## src/rtl/core/afbu_pkg.sv

```systemverilog
// ============================================================================
// afbu_pkg
// Shared types and operation codes of the ALU, flags and branch unit.
// ============================================================================
package afbu_pkg;

    localparam int unsigned DataWidth = 16;
    localparam int unsigned FuncWidth = 6;
    localparam int unsigned FlagWidth = 4;
    localparam int unsigned OffWidth  = 8;

    // flag bit positions
    localparam int unsigned FlagN = 3;
    localparam int unsigned FlagZ = 2;
    localparam int unsigned FlagV = 1;
    localparam int unsigned FlagC = 0;

    typedef enum logic [FuncWidth-1:0] {
        FN_CLR  = 6'd0,
        FN_CLRB = 6'd1,
        FN_COM  = 6'd2,
        FN_COMB = 6'd3,
        FN_INC  = 6'd4,
        FN_INCB = 6'd5,
        FN_DEC  = 6'd6,
        FN_DECB = 6'd7,
        FN_NEG  = 6'd8,
        FN_NEGB = 6'd9,
        FN_TST  = 6'd10,
        FN_TSTB = 6'd11,
        FN_MOV  = 6'd12,
        FN_MOVB = 6'd13,
        FN_CMP  = 6'd14,
        FN_CMPB = 6'd15,
        FN_ADD  = 6'd16,
        FN_SUB  = 6'd17,
        FN_BR   = 6'd18,
        FN_BNE  = 6'd19,
        FN_BEQ  = 6'd20,
        FN_BGE  = 6'd21,
        FN_BLT  = 6'd22,
        FN_BGT  = 6'd23,
        FN_BLE  = 6'd24,
        FN_BPL  = 6'd25,
        FN_BMI  = 6'd26,
        FN_BHI  = 6'd27,
        FN_BLOS = 6'd28,
        FN_BVC  = 6'd29,
        FN_BVS  = 6'd30,
        FN_BCC  = 6'd31,
        FN_BCS  = 6'd32
    } func_t;

    typedef struct packed {
        logic [FuncWidth-1:0] func;
        logic [DataWidth-1:0] src_value;
        logic [DataWidth-1:0] dst_value;
        logic                 dst_is_register;
        logic [DataWidth-1:0] pc_value;
        logic [OffWidth-1:0]  branch_offset;
    } in_word_t;

    typedef struct packed {
        logic [DataWidth-1:0] result_value;
        logic                 write_back;
        logic [FlagWidth-1:0] flags_out;
        logic                 branch_taken;
        logic [DataWidth-1:0] next_pc;
    } out_word_t;

    // data path status, ALU to top
    typedef struct packed {
        logic [DataWidth-1:0] result_value;
        logic                 write_back;
        logic [FlagWidth-1:0] flags;
    } alu_out_t;

    // branch status, branch unit to top
    typedef struct packed {
        logic                 taken;
        logic [DataWidth-1:0] target;
    } br_out_t;

endpackage

```

## src/rtl/core/alu_flags_and_branch_unit.sv

```systemverilog
// ============================================================================
// alu_flags_and_branch_unit
// Sixteen-bit ALU with N/Z/V/C flags and a conditional branch evaluator.
// ============================================================================
//
//  channel | valid         | ready         | word
//  --------+---------------+---------------+----------------------------
//  item    | item_valid    | item_ready    | item   (in_word_t)
//  result  | result_valid  | result_ready  | result (out_word_t)
//
//  A word lands in the input register, the ALU and branch logic
//  evaluate it against the flag register, and the outcome is loaded
//  into the result register. One word per cycle is sustained unless stalled.
//  The flag register is the only feedback and updates when a word moves
//  from the input register to the result register, so consecutive words
//  see each other's flags without a bubble.
//  Reset clears both valid bits and the flags. A stalled result holds the
//  input register; item_ready stays high while the input register can drain.
//
module alu_flags_and_branch_unit
    import afbu_pkg::*;
(
    input  logic      clk,
    input  logic      rst_n,
    input  logic      item_valid,
    output logic      item_ready,
    input  in_word_t  item,
    output logic      result_valid,
    input  logic      result_ready,
    output out_word_t result
);

    // input stage
    in_word_t             item_reg;
    logic                 item_valid_reg;
    logic                 item_valid_next;

    // output stage
    out_word_t            result_reg;
    out_word_t            result_next;
    logic                 result_valid_reg;
    logic                 result_valid_next;

    // held condition flags
    logic [FlagWidth-1:0] flags_reg;
    logic [FlagWidth-1:0] flags_next;

    logic                 accept;
    logic                 advance;   // input stage moves into result stage

    alu_out_t             alu_out;
    br_out_t              br_out;

    afbu_alu u_alu (
        .func            (item_reg.func),
        .src_value       (item_reg.src_value),
        .dst_value       (item_reg.dst_value),
        .dst_is_register (item_reg.dst_is_register),
        .flags_in        (flags_reg),
        .alu_out         (alu_out)
    );

    afbu_branch u_branch (
        .func          (item_reg.func),
        .flags_in      (flags_reg),
        .pc_value      (item_reg.pc_value),
        .branch_offset (item_reg.branch_offset),
        .br_out        (br_out)
    );

    assign advance    = item_valid_reg && (!result_valid_reg || result_ready);
    assign item_ready = !item_valid_reg || advance;
    assign accept     = item_valid && item_ready;

    always_comb
    begin
        item_valid_next   = accept || (item_valid_reg && !advance);
        result_valid_next = advance || (result_valid_reg && !result_ready);
        flags_next        = advance ? alu_out.flags : flags_reg;

        result_next.result_value = alu_out.result_value;
        result_next.write_back   = alu_out.write_back;
        result_next.flags_out    = alu_out.flags;
        result_next.branch_taken = br_out.taken;
        result_next.next_pc      = br_out.target;
    end

    // control state
    always_ff @(posedge clk or negedge rst_n)
    begin
        if (!rst_n)
        begin
            item_valid_reg   <= 1'b0;
            result_valid_reg <= 1'b0;
            flags_reg        <= '0;
        end
        else
        begin
            item_valid_reg   <= item_valid_next;
            result_valid_reg <= result_valid_next;
            flags_reg        <= flags_next;
        end
    end

    // payload, no reset
    always_ff @(posedge clk)
    begin
        if (accept)
        begin
            item_reg <= item;
        end
        if (advance)
        begin
            result_reg <= result_next;
        end
    end

    assign result_valid = result_valid_reg;
    assign result       = result_reg;

endmodule

```

## src/rtl/core/afbu_alu.sv

```systemverilog
// ============================================================================
// afbu_alu
// Word and byte data operations with N/Z/V/C flag generation.
// ============================================================================
module afbu_alu
    import afbu_pkg::*;
(
    input  logic [FuncWidth-1:0] func,
    input  logic [DataWidth-1:0] src_value,
    input  logic [DataWidth-1:0] dst_value,
    input  logic                 dst_is_register,
    input  logic [FlagWidth-1:0] flags_in,
    output alu_out_t             alu_out
);

    logic                 c_old;
    logic [DataWidth-1:0] s;
    logic [DataWidth-1:0] d;
    logic [7:0]           sb;
    logic [7:0]           db;
    logic [7:0]           lo;
    logic [DataWidth-1:0] res;
    logic [DataWidth:0]   sum;      // s + d with carry
    logic [DataWidth:0]   diff_sd;  // s - d with borrow
    logic [DataWidth:0]   diff_ds;  // d - s with borrow
    logic [8:0]           diffb;    // byte s - d with borrow

    function automatic logic [1:0] nz16(input logic [DataWidth-1:0] r);
        nz16 = {r[DataWidth-1], (r == '0)};
    endfunction

    function automatic logic [1:0] nz8(input logic [7:0] r);
        nz8 = {r[7], (r == 8'h00)};
    endfunction

    assign c_old   = flags_in[FlagC];
    assign s       = src_value;
    assign d       = dst_value;
    assign sb      = src_value[7:0];
    assign db      = dst_value[7:0];
    assign sum     = {1'b0, s} + {1'b0, d};
    assign diff_sd = {1'b0, s} - {1'b0, d};
    assign diff_ds = {1'b0, d} - {1'b0, s};
    assign diffb   = {1'b0, sb} - {1'b0, db};

    always_comb
    begin
        alu_out.result_value = '0;
        alu_out.write_back   = 1'b0;
        alu_out.flags        = flags_in;
        lo                   = '0;
        res                  = '0;
        case (func)
            FN_CLR:
            begin
                alu_out.write_back = 1'b1;
                alu_out.flags      = 4'b0100;
            end
            FN_CLRB:
            begin
                alu_out.result_value = {s[15:8], 8'h00};
                alu_out.write_back   = 1'b1;
                alu_out.flags        = 4'b0100;
            end
            FN_COM:
            begin
                res                  = ~s;
                alu_out.result_value = res;
                alu_out.write_back   = 1'b1;
                alu_out.flags        = {nz16(res), 1'b0, 1'b1};
            end
            FN_COMB:
            begin
                lo                   = ~sb;
                alu_out.result_value = {s[15:8], lo};
                alu_out.write_back   = 1'b1;
                alu_out.flags        = {nz8(lo), 1'b0, 1'b1};
            end
            FN_INC:
            begin
                res                  = s + 16'd1;
                alu_out.result_value = res;
                alu_out.write_back   = 1'b1;
                alu_out.flags        = {nz16(res), (res == 16'h8000), c_old};
            end
            FN_INCB:
            begin
                lo                   = sb + 8'd1;
                alu_out.result_value = {s[15:8], lo};
                alu_out.write_back   = 1'b1;
                alu_out.flags        = {nz8(lo), (lo == 8'h80), c_old};
            end
            FN_DEC:
            begin
                res                  = s - 16'd1;
                alu_out.result_value = res;
                alu_out.write_back   = 1'b1;
                alu_out.flags        = {nz16(res), (res == 16'h7fff), c_old};
            end
            FN_DECB:
            begin
                lo                   = sb - 8'd1;
                alu_out.result_value = {s[15:8], lo};
                alu_out.write_back   = 1'b1;
                alu_out.flags        = {nz8(lo), (lo == 8'h7f), c_old};
            end
            FN_NEG:
            begin
                res                  = 16'd0 - s;
                alu_out.result_value = res;
                alu_out.write_back   = 1'b1;
                alu_out.flags        = {nz16(res), (res == 16'h8000), (res != 16'd0)};
            end
            FN_NEGB:
            begin
                lo                   = 8'd0 - sb;
                alu_out.result_value = {s[15:8], lo};
                alu_out.write_back   = 1'b1;
                alu_out.flags        = {nz8(lo), (lo == 8'h80), (lo != 8'd0)};
            end
            FN_TST:
            begin
                alu_out.flags = {nz16(s), 2'b00};
            end
            FN_TSTB:
            begin
                alu_out.flags = {nz8(sb), 2'b00};
            end
            FN_MOV:
            begin
                alu_out.result_value = s;
                alu_out.write_back   = 1'b1;
                alu_out.flags        = {nz16(s), 1'b0, c_old};
            end
            FN_MOVB:
            begin
                // register destination takes the sign-extended byte
                alu_out.result_value = dst_is_register ? {{8{sb[7]}}, sb}
                                                       : {d[15:8], sb};
                alu_out.write_back   = 1'b1;
                alu_out.flags        = {nz8(sb), 1'b0, c_old};
            end
            FN_CMP:
            begin
                res           = diff_sd[15:0];
                alu_out.flags = {nz16(res),
                                 ((s[15] ^ d[15]) & ~(res[15] ^ d[15])),
                                 diff_sd[16]};
            end
            FN_CMPB:
            begin
                lo            = diffb[7:0];
                alu_out.flags = {nz8(lo),
                                 ((sb[7] ^ db[7]) & ~(lo[7] ^ db[7])),
                                 diffb[8]};
            end
            FN_ADD:
            begin
                res                  = sum[15:0];
                alu_out.result_value = res;
                alu_out.write_back   = 1'b1;
                alu_out.flags        = {nz16(res),
                                        (~(s[15] ^ d[15]) & (res[15] ^ d[15])),
                                        sum[16]};
            end
            FN_SUB:
            begin
                // dst minus src
                res                  = diff_ds[15:0];
                alu_out.result_value = res;
                alu_out.write_back   = 1'b1;
                alu_out.flags        = {nz16(res),
                                        ((s[15] ^ d[15]) & ~(res[15] ^ s[15])),
                                        diff_ds[16]};
            end
            default:
            begin
                // branches and unused codes keep the held flags
                alu_out.flags = flags_in;
            end
        endcase
    end

endmodule

```

## src/rtl/core/afbu_branch.sv

```systemverilog
// ============================================================================
// afbu_branch
// Branch condition test on the held flags and target address adder.
// ============================================================================
module afbu_branch
    import afbu_pkg::*;
(
    input  logic [FuncWidth-1:0] func,
    input  logic [FlagWidth-1:0] flags_in,
    input  logic [DataWidth-1:0] pc_value,
    input  logic [OffWidth-1:0]  branch_offset,
    output br_out_t              br_out
);

    logic                 n;
    logic                 z;
    logic                 v;
    logic                 c;
    logic                 cond;
    logic [DataWidth-1:0] disp;

    assign n = flags_in[FlagN];
    assign z = flags_in[FlagZ];
    assign v = flags_in[FlagV];
    assign c = flags_in[FlagC];

    // word offset, sign extended and doubled
    assign disp = {{(DataWidth-OffWidth-1){branch_offset[OffWidth-1]}}, branch_offset, 1'b0};

    always_comb
    begin
        case (func)
            FN_BR:   cond = 1'b1;
            FN_BNE:  cond = ~z;
            FN_BEQ:  cond = z;
            FN_BGE:  cond = ~(n ^ v);
            FN_BLT:  cond = n ^ v;
            FN_BGT:  cond = ~(z | (n ^ v));
            FN_BLE:  cond = z | (n ^ v);
            FN_BPL:  cond = ~n;
            FN_BMI:  cond = n;
            FN_BHI:  cond = ~(c | z);
            FN_BLOS: cond = c | z;
            FN_BVC:  cond = ~v;
            FN_BVS:  cond = v;
            FN_BCC:  cond = ~c;
            FN_BCS:  cond = c;
            default: cond = 1'b0;
        endcase
    end

    assign br_out.taken  = cond;
    assign br_out.target = cond ? (pc_value + disp) : pc_value;

endmodule
```

## config.mk

```make
export PLATFORM = sky130hd
export DESIGN_NAME = alu_flags_and_branch_unit
export DESIGN_NICKNAME = d
export VERILOG_FILES = /design/src/rtl/core/afbu_pkg.sv /design/src/rtl/core/alu_flags_and_branch_unit.sv /design/src/rtl/core/afbu_alu.sv /design/src/rtl/core/afbu_branch.sv
export SDC_FILE = /design/constraint.sdc
export NUM_CORES = 1
export LEC_CHECK = 0
export BUFFER_PORTS_ARGS = -buffer_cell sky130_fd_sc_hd__buf_2
export CORE_MARGIN = 10
export CORE_UTILIZATION = 45
export CTS_CLUSTER_DIAMETER = 120
export DETAILED_ROUTE_END_ITERATION = 8
export PLACE_DENSITY = 0.71
export SLEW_MARGIN = 40
export SYNTH_ARGS = -nofsm -noshare
export SYNTH_HDL_FRONTEND = slang
export SYNTH_HIERARCHICAL = 1
export SYNTH_SLANG_ARGS = --single-unit
```

## constraint.sdc

```tcl
create_clock -name clk -period 4.6 [get_ports clk]
set_input_delay 0.46 -clock clk [delete_from_list [all_inputs] [get_ports clk]]
set_output_delay 0.46 -clock clk [all_outputs]
set_load 0.01 [all_outputs]
```

==> results of run 1 <==
routing by layer:
metal	vias up	part of all wire	global-route usage
met5	-	0	0
met2	469	0.45	0.3532
met3	91	0.078	0.03644
li1	4216	-	-
met4	0	0.041	0.08400
met1	4198	0.43	0.2885
power by group through the flow:
stage	Sequential (mW)	Combinational (mW)	Clock, mW
after global placement	1.29	1.02	0
after global routing	1.29	1.13	0.908
after floorplan	1.28	0.734	0
after detailed placement	1.29	1.03	0
after CTS	1.27	1.03	0.868
final	1.27	1.05	0.847
cells by family (layout without fill, tap and decap cells):
logic type	Yosys count	in the layout	synth area share
XOR/XNOR	64	64	0.05823
AO/OA/AOI/OAI	295	295	0.2115
adder cells (fa/ha/maj)	73	73	0.09723
buffers and inverters	121	214	0.05329
multiplexers	25	25	0.03237
AND/OR/NAND/NOR	392	392	0.2167
flip-flops	107	107	0.3307
metrics by stage:
step / util / std cells / hold WS (ns) / power (mW)
floorplan: - / 1077 / 0.1644 / 2.013
global placement: 0.4965 / 1427 / 0.2926 / 2.308
detailed placement: 0.4978 / 1428 / 0.2940 / 2.321
CTS: 0.5139 / 1445 / 0.2521 / 3.173
global route: 0.5139 / 1445 / 0.2493 / 3.328
finish: 0.5139 / 1445 / 0.2608 / 3.172
critical path: stages (launching register included):
cell and delay (ns):
edfxtp_1 0.66, ha_1 0.36, fa_1 0.46, nand2b_1 0.13, a21oi_1 0.12, nor4_1 0.55, nor3_1 0.10, o41ai_1 0.37
xnor2_1 0.19, nand2_1 0.07, or4b_1 0.47, o311ai_1 0.55, mux2_4 0.26
layout by cell type, fill, tap and decap left out, types with 11 or more instances in the layout:
master	n
ha_1	70
xnor2_1	54
inv_1	54
a211oi_1	13
a2111oi_0	11
nand2_1	71
buf_2	106
nor2b_1	21
a21o_1	12
a21oi_1	62
o22ai_1	13
nor2_1	94
a31oi_1	18
nand4_1	18
nand3_1	34
nand2b_1	21
nor3_1	39
o21ai_0	46
o21ai_1	14
edfxtp_1	101
and3_1	15
buf_4	29
cell type report:
class	instances	area (µm²)
sequential	107	3183
tap	275	344.1
fill	1982	10220
clock inverter	7	102.6
clock buffer	9	225.2
multi-input combinational	849	5938
timing repair buffer	137	778.2
inverter	61	231.5
final timing paths:
| check | startpoint | to | slack (ns) | depth (start not counted) |
|---|---|---|---|---|
| hold reg to reg | item_reg[8] | result[0] | 0.42 | 0 |
| setup / recovery | item_reg[41] | flags_reg[2] | 0.23 | 12 |
| hold / removal | item[22] | item_reg[22] | 0.26 | 1 |
| max in group asynchronous | rst_n | flags_reg[1] | 4.00 | 2 |
| setup reg to reg | item_reg[41] | flags_reg[2] | 0.23 | 12 |
| min in group asynchronous | rst_n | item_valid_reg | 0.45 | 2 |
==> run metrics, run 1 <==
status completed; worst hold path type primary input to flop; WL per Instance 22.05 µm; layout cells sized above 1 0.1718; RSZ-0062 raised after global routing no; Die Y-Extent 166.3 µm; syn_nets 1,217; CP endpoint kind flop; cell taking the most area after synthesis edfxtp_1; Finish-stage setup viols 0; Ant. Diodes 0; Mapped Cells 1,077; gp weighted congestion 1.025; Final Hold Vio Count 0; Antenna Nets Post-Route 0; pwr dens 293.6 nW/µm²; final-report max-slew violation count 0; Data required, critical path 4.90 ns; pin count of the biggest net entering global routing 39; pre-CTS setup slack 0.4387 ns; most used flip-flop cell after synthesis edfxtp_1; clock transition at the registers of the reported paths 0.09 ns; fin nets 1,305; gr ovfl total 0; top-count cell post-synth edfxtp_1; Max transition margin 0.4521; synthesized flop and latch total 107; number of remaining DRC errors 0; # Post-CTS Setup Buffers 0; Clock Path Buffers 2; max FFs per register 63; DR vias 8,974; Fin Setup TNS 0 ns; global-route wire length before repair 49.34 mm; max_cap viols 0; VDD IR max 178.1 µV; Final HPWL DP 24.72 mm; Clock Skews 0.01509 ns; CTS tree done; Starting DRT DRC Count 971; Logic pwr share 0.332; GR Util All Layers 0.2195; Area contributors post-synth edfxtp_1 32%, ha_1 9.1%, xnor2_1 4.9%; Resized cells post-CTS 0; Site Rows 53; vias per cell 6.210; dpl cell area 10,470 µm²; sequential-to-total area share from yosys stat 0.3307; Yosys warning count 6; worst skew pair latency 0.37 ns; initial antenna violation count 0; P&R area growth vs syn 12.23%; PnR worst setup slack 0.2333 ns; WS Path Type flop to flop; Clk Tree Root Cell clkbuf_16; most frequent cells after synthesis 101 x edfxtp_1, 94 x nor2_1, 71 x nand2_1; die width 166.3 µm; Worst Max-Slew Pin Slew 0.8143 ns; Leak 4.190 nW; clock share of power 0.267; Yosys cell types 85; Power Internal 2.044 mW; number of buffers created by CTS 9; sequential power share 0.402; EDFF count, synth 101; Final Instance Area 10,800 µm²; CTS Hold Bufs 1; CP max FO 16; vias in the first global route 8,737; H-tree Lvls 3; Mean Syn Cell Area 8.937 µm²; aggregate routed wire length 31.86 mm; clock sink count 107; Initial Util 0.4579; worst path arrival time 4.66 ns; PortBufs 106; sw power 1.128 mW; I/O pins 107; Tmin final 4.367 ns; synthesized area 9625 µm²; TritonRoute pass-1 iters 9; top cell type's share of synthesized area 0.3151; post-route clock period utilization 0.9493; die area 27,640 µm²; FMAX 229.0 MHz; Net Sw Frac 0.3556; core area 21,020 µm²; Setup crit start kind flop; Async S/R FF share, synth 0.05607
No activity file was read; power rests on OpenSTA's default activity.
==> run 2: changes to the inputs <==
--- a/config.mk
+++ b/config.mk
@@ -7,9 +7,10 @@
 export LEC_CHECK = 0
 export BUFFER_PORTS_ARGS = -buffer_cell sky130_fd_sc_hd__buf_2
+export CAP_MARGIN = 10
 export CORE_MARGIN = 10
 export CORE_UTILIZATION = 45
 export CTS_CLUSTER_DIAMETER = 120
 export DETAILED_ROUTE_END_ITERATION = 8
-export PLACE_DENSITY = 0.71
+export PLACE_DENSITY = 0.73
 export SLEW_MARGIN = 40
 export SYNTH_ARGS = -nofsm -noshare
==> constraint.sdc (replaced) <==
create_clock -name clk -period 3.9 [get_ports clk]
set_input_delay 0.195 -clock clk [delete_from_list [all_inputs] [get_ports clk]]
set_output_delay 0.195 -clock clk [all_outputs]
set_load 0.01 [all_outputs]
==> run metrics, run 2 (synthesized netlist as in run 1, its figures left out) <==
Fin Setup TNS 0 ns; Max transition margin 0.5453; TritonRoute pass-1 iters 6; Setup crit start kind flop; Final Hold Vio Count 0; most common cell after layout, fill and taps aside buf_2; RSZ-0062 raised after global routing no; aggregate routed wire length 31.67 mm; clock transition at the registers of the reported paths 0.08 ns; CP bufs+invs 1; layout cells sized above 1 0.1916; DR vias 9,222; CP top delay family simple AND/OR/NAND/NOR gates; Top cell by count, worst path or4_1; worst path arrival time 4.00 ns; pin count of the biggest net entering global routing 39; H-tree Lvls 3; I/O pins 107; Ant. Diodes 0; Data required, critical path 4.20 ns; vias per cell 6.099; gp weighted congestion 1.047; final-report max-slew violation count 0; PortBufs 106; worst skew pair latency 0.37 ns; status completed; max incr delay on CP 0.56 ns; WL per Instance 20.95 µm; Clock Path Buffers 2; max FFs per register 63; Final HPWL DP 24.55 mm; most frequent cells in the layout 106 x buf_2, 101 x edfxtp_1, 94 x nor2_1, 71 x nand2_1, 70 x ha_1; core area 21,020 µm²; worst hold path type primary input to flop; Site Rows 53; power consumption 3.737 mW; slowest CP cell or4_1; number of remaining DRC errors 0; Starting DRT DRC Count 1,033; Antenna Nets Post-Route 0; Finish-stage setup viols 0; gr ovfl total 0; die area 27,640 µm²; Worst Max-Slew Pin Slew 0.6758 ns; Die Y-Extent 166.3 µm; pre-CTS setup slack 0.1337 ns; die width 166.3 µm; Clock Skews 0.01199 ns; Leak 4.485 nW; CP endpoint kind flop; FMAX 270.4 MHz; # Post-CTS Setup Buffers 0; GR Util All Layers 0.2185; fin nets 1,372; pwr dens 329.0 nW/µm²; post-route clock period utilization 0.9482; WS Path Type flop to flop; CP max FO 9; PnR worst setup slack 0.2020 ns; global-route wire length before repair 49.49 mm; clock sink count 107; vias in the first global route 8,882; P&R area growth vs syn 18.02%; initial antenna violation count 0; CP Cell Sequence inv_1 -> ha_1 -> or2_1 -> o31ai_2 -> a211oi_2 -> a2111oi_2 -> o31ai_1 -> xor2_1 -> or4_1 -> or4_1 -> o311ai_2 -> mux2_4; number of buffers created by CTS 9; Initial Util 0.4579; max_cap viols 0; VDD IR max 249.6 µV; CTS tree done; Final Core Density 0.5404; Tmin final 3.698 ns; Clk Tree Root Cell clkbuf_16
==> run 2: worst paths after layout <==
kind                                   start      endpoint  slack (ns)  cells past startpoint
worst max-delay path            item_reg[46]  flags_reg[2]        0.20                     12
min in group asynchronous              rst_n  flags_reg[2]        0.20                      2
worst min register to register   item_reg[8]     result[0]        0.43                      0
worst min-delay path                item[57]  item_reg[57]       0.007                      1
max in group asynchronous              rst_n  result_valid        3.55                      2
worst max register to register  item_reg[46]  flags_reg[2]        0.20                     12
==> run 2: worst reg2reg max path: cells and delay by family, from the launching register on <==
kind	cells	cell delay [ns]
fa+ha+maj	1	0.48
xor+xnor	1	0.15
simple gates	3	1.27
flops	1	0.35
buf+inv	1	0.14
compound gates	5	1.02
mux	1	0.22
==> run 2: power by group <==
part | leakage [nW] | total, mW | switching (mW) | internal (mW)
combinational | 3.29 | 1.31 | 0.761 | 0.552
sequential | 1.04 | 1.49 | 0.0955 | 1.39
clock | 0.152 | 0.936 | 0.475 | 0.461
==> run 2: cell type report <==
class	instances	area, µm²
fillers	1903	9662
multi-input cells	849	5938
flip-flops and latches	107	3183
repair buffers	204	1346
well taps	275	344.1
inverters	61	231.5
clock buffers	9	225.2
clock inverters	7	91.34
==> run 2: layer usage <==
layer  wire (µm)  GRT usage
met1       13630     0.2853
met2       14570     0.3538
met3        2356    0.03668
met4        1117    0.08400
met5           0          0
==> run 2: stage by stage <==
step | std cells | hold WS (ns) | cell area, µm²
2_1_floorplan | 1077 | -0.1006 | 9625
3_3_place_gp | 1464 | 0.02975 | 10710
3_5_place_dp | 1464 | 0.02370 | 10720
4_1_cts | 1506 | 0.00009642 | 11290
5_1_grt | 1512 | 0.00008044 | 11360
6_report | 1512 | 0.006900 | 11360
==> run 2: repair_timing <==
item,4_1_cts,5_1_grt
hold endpoints to repair,31,6
resized for setup,0,1
setup endpoints to repair,0,2
hold buffers,26,6
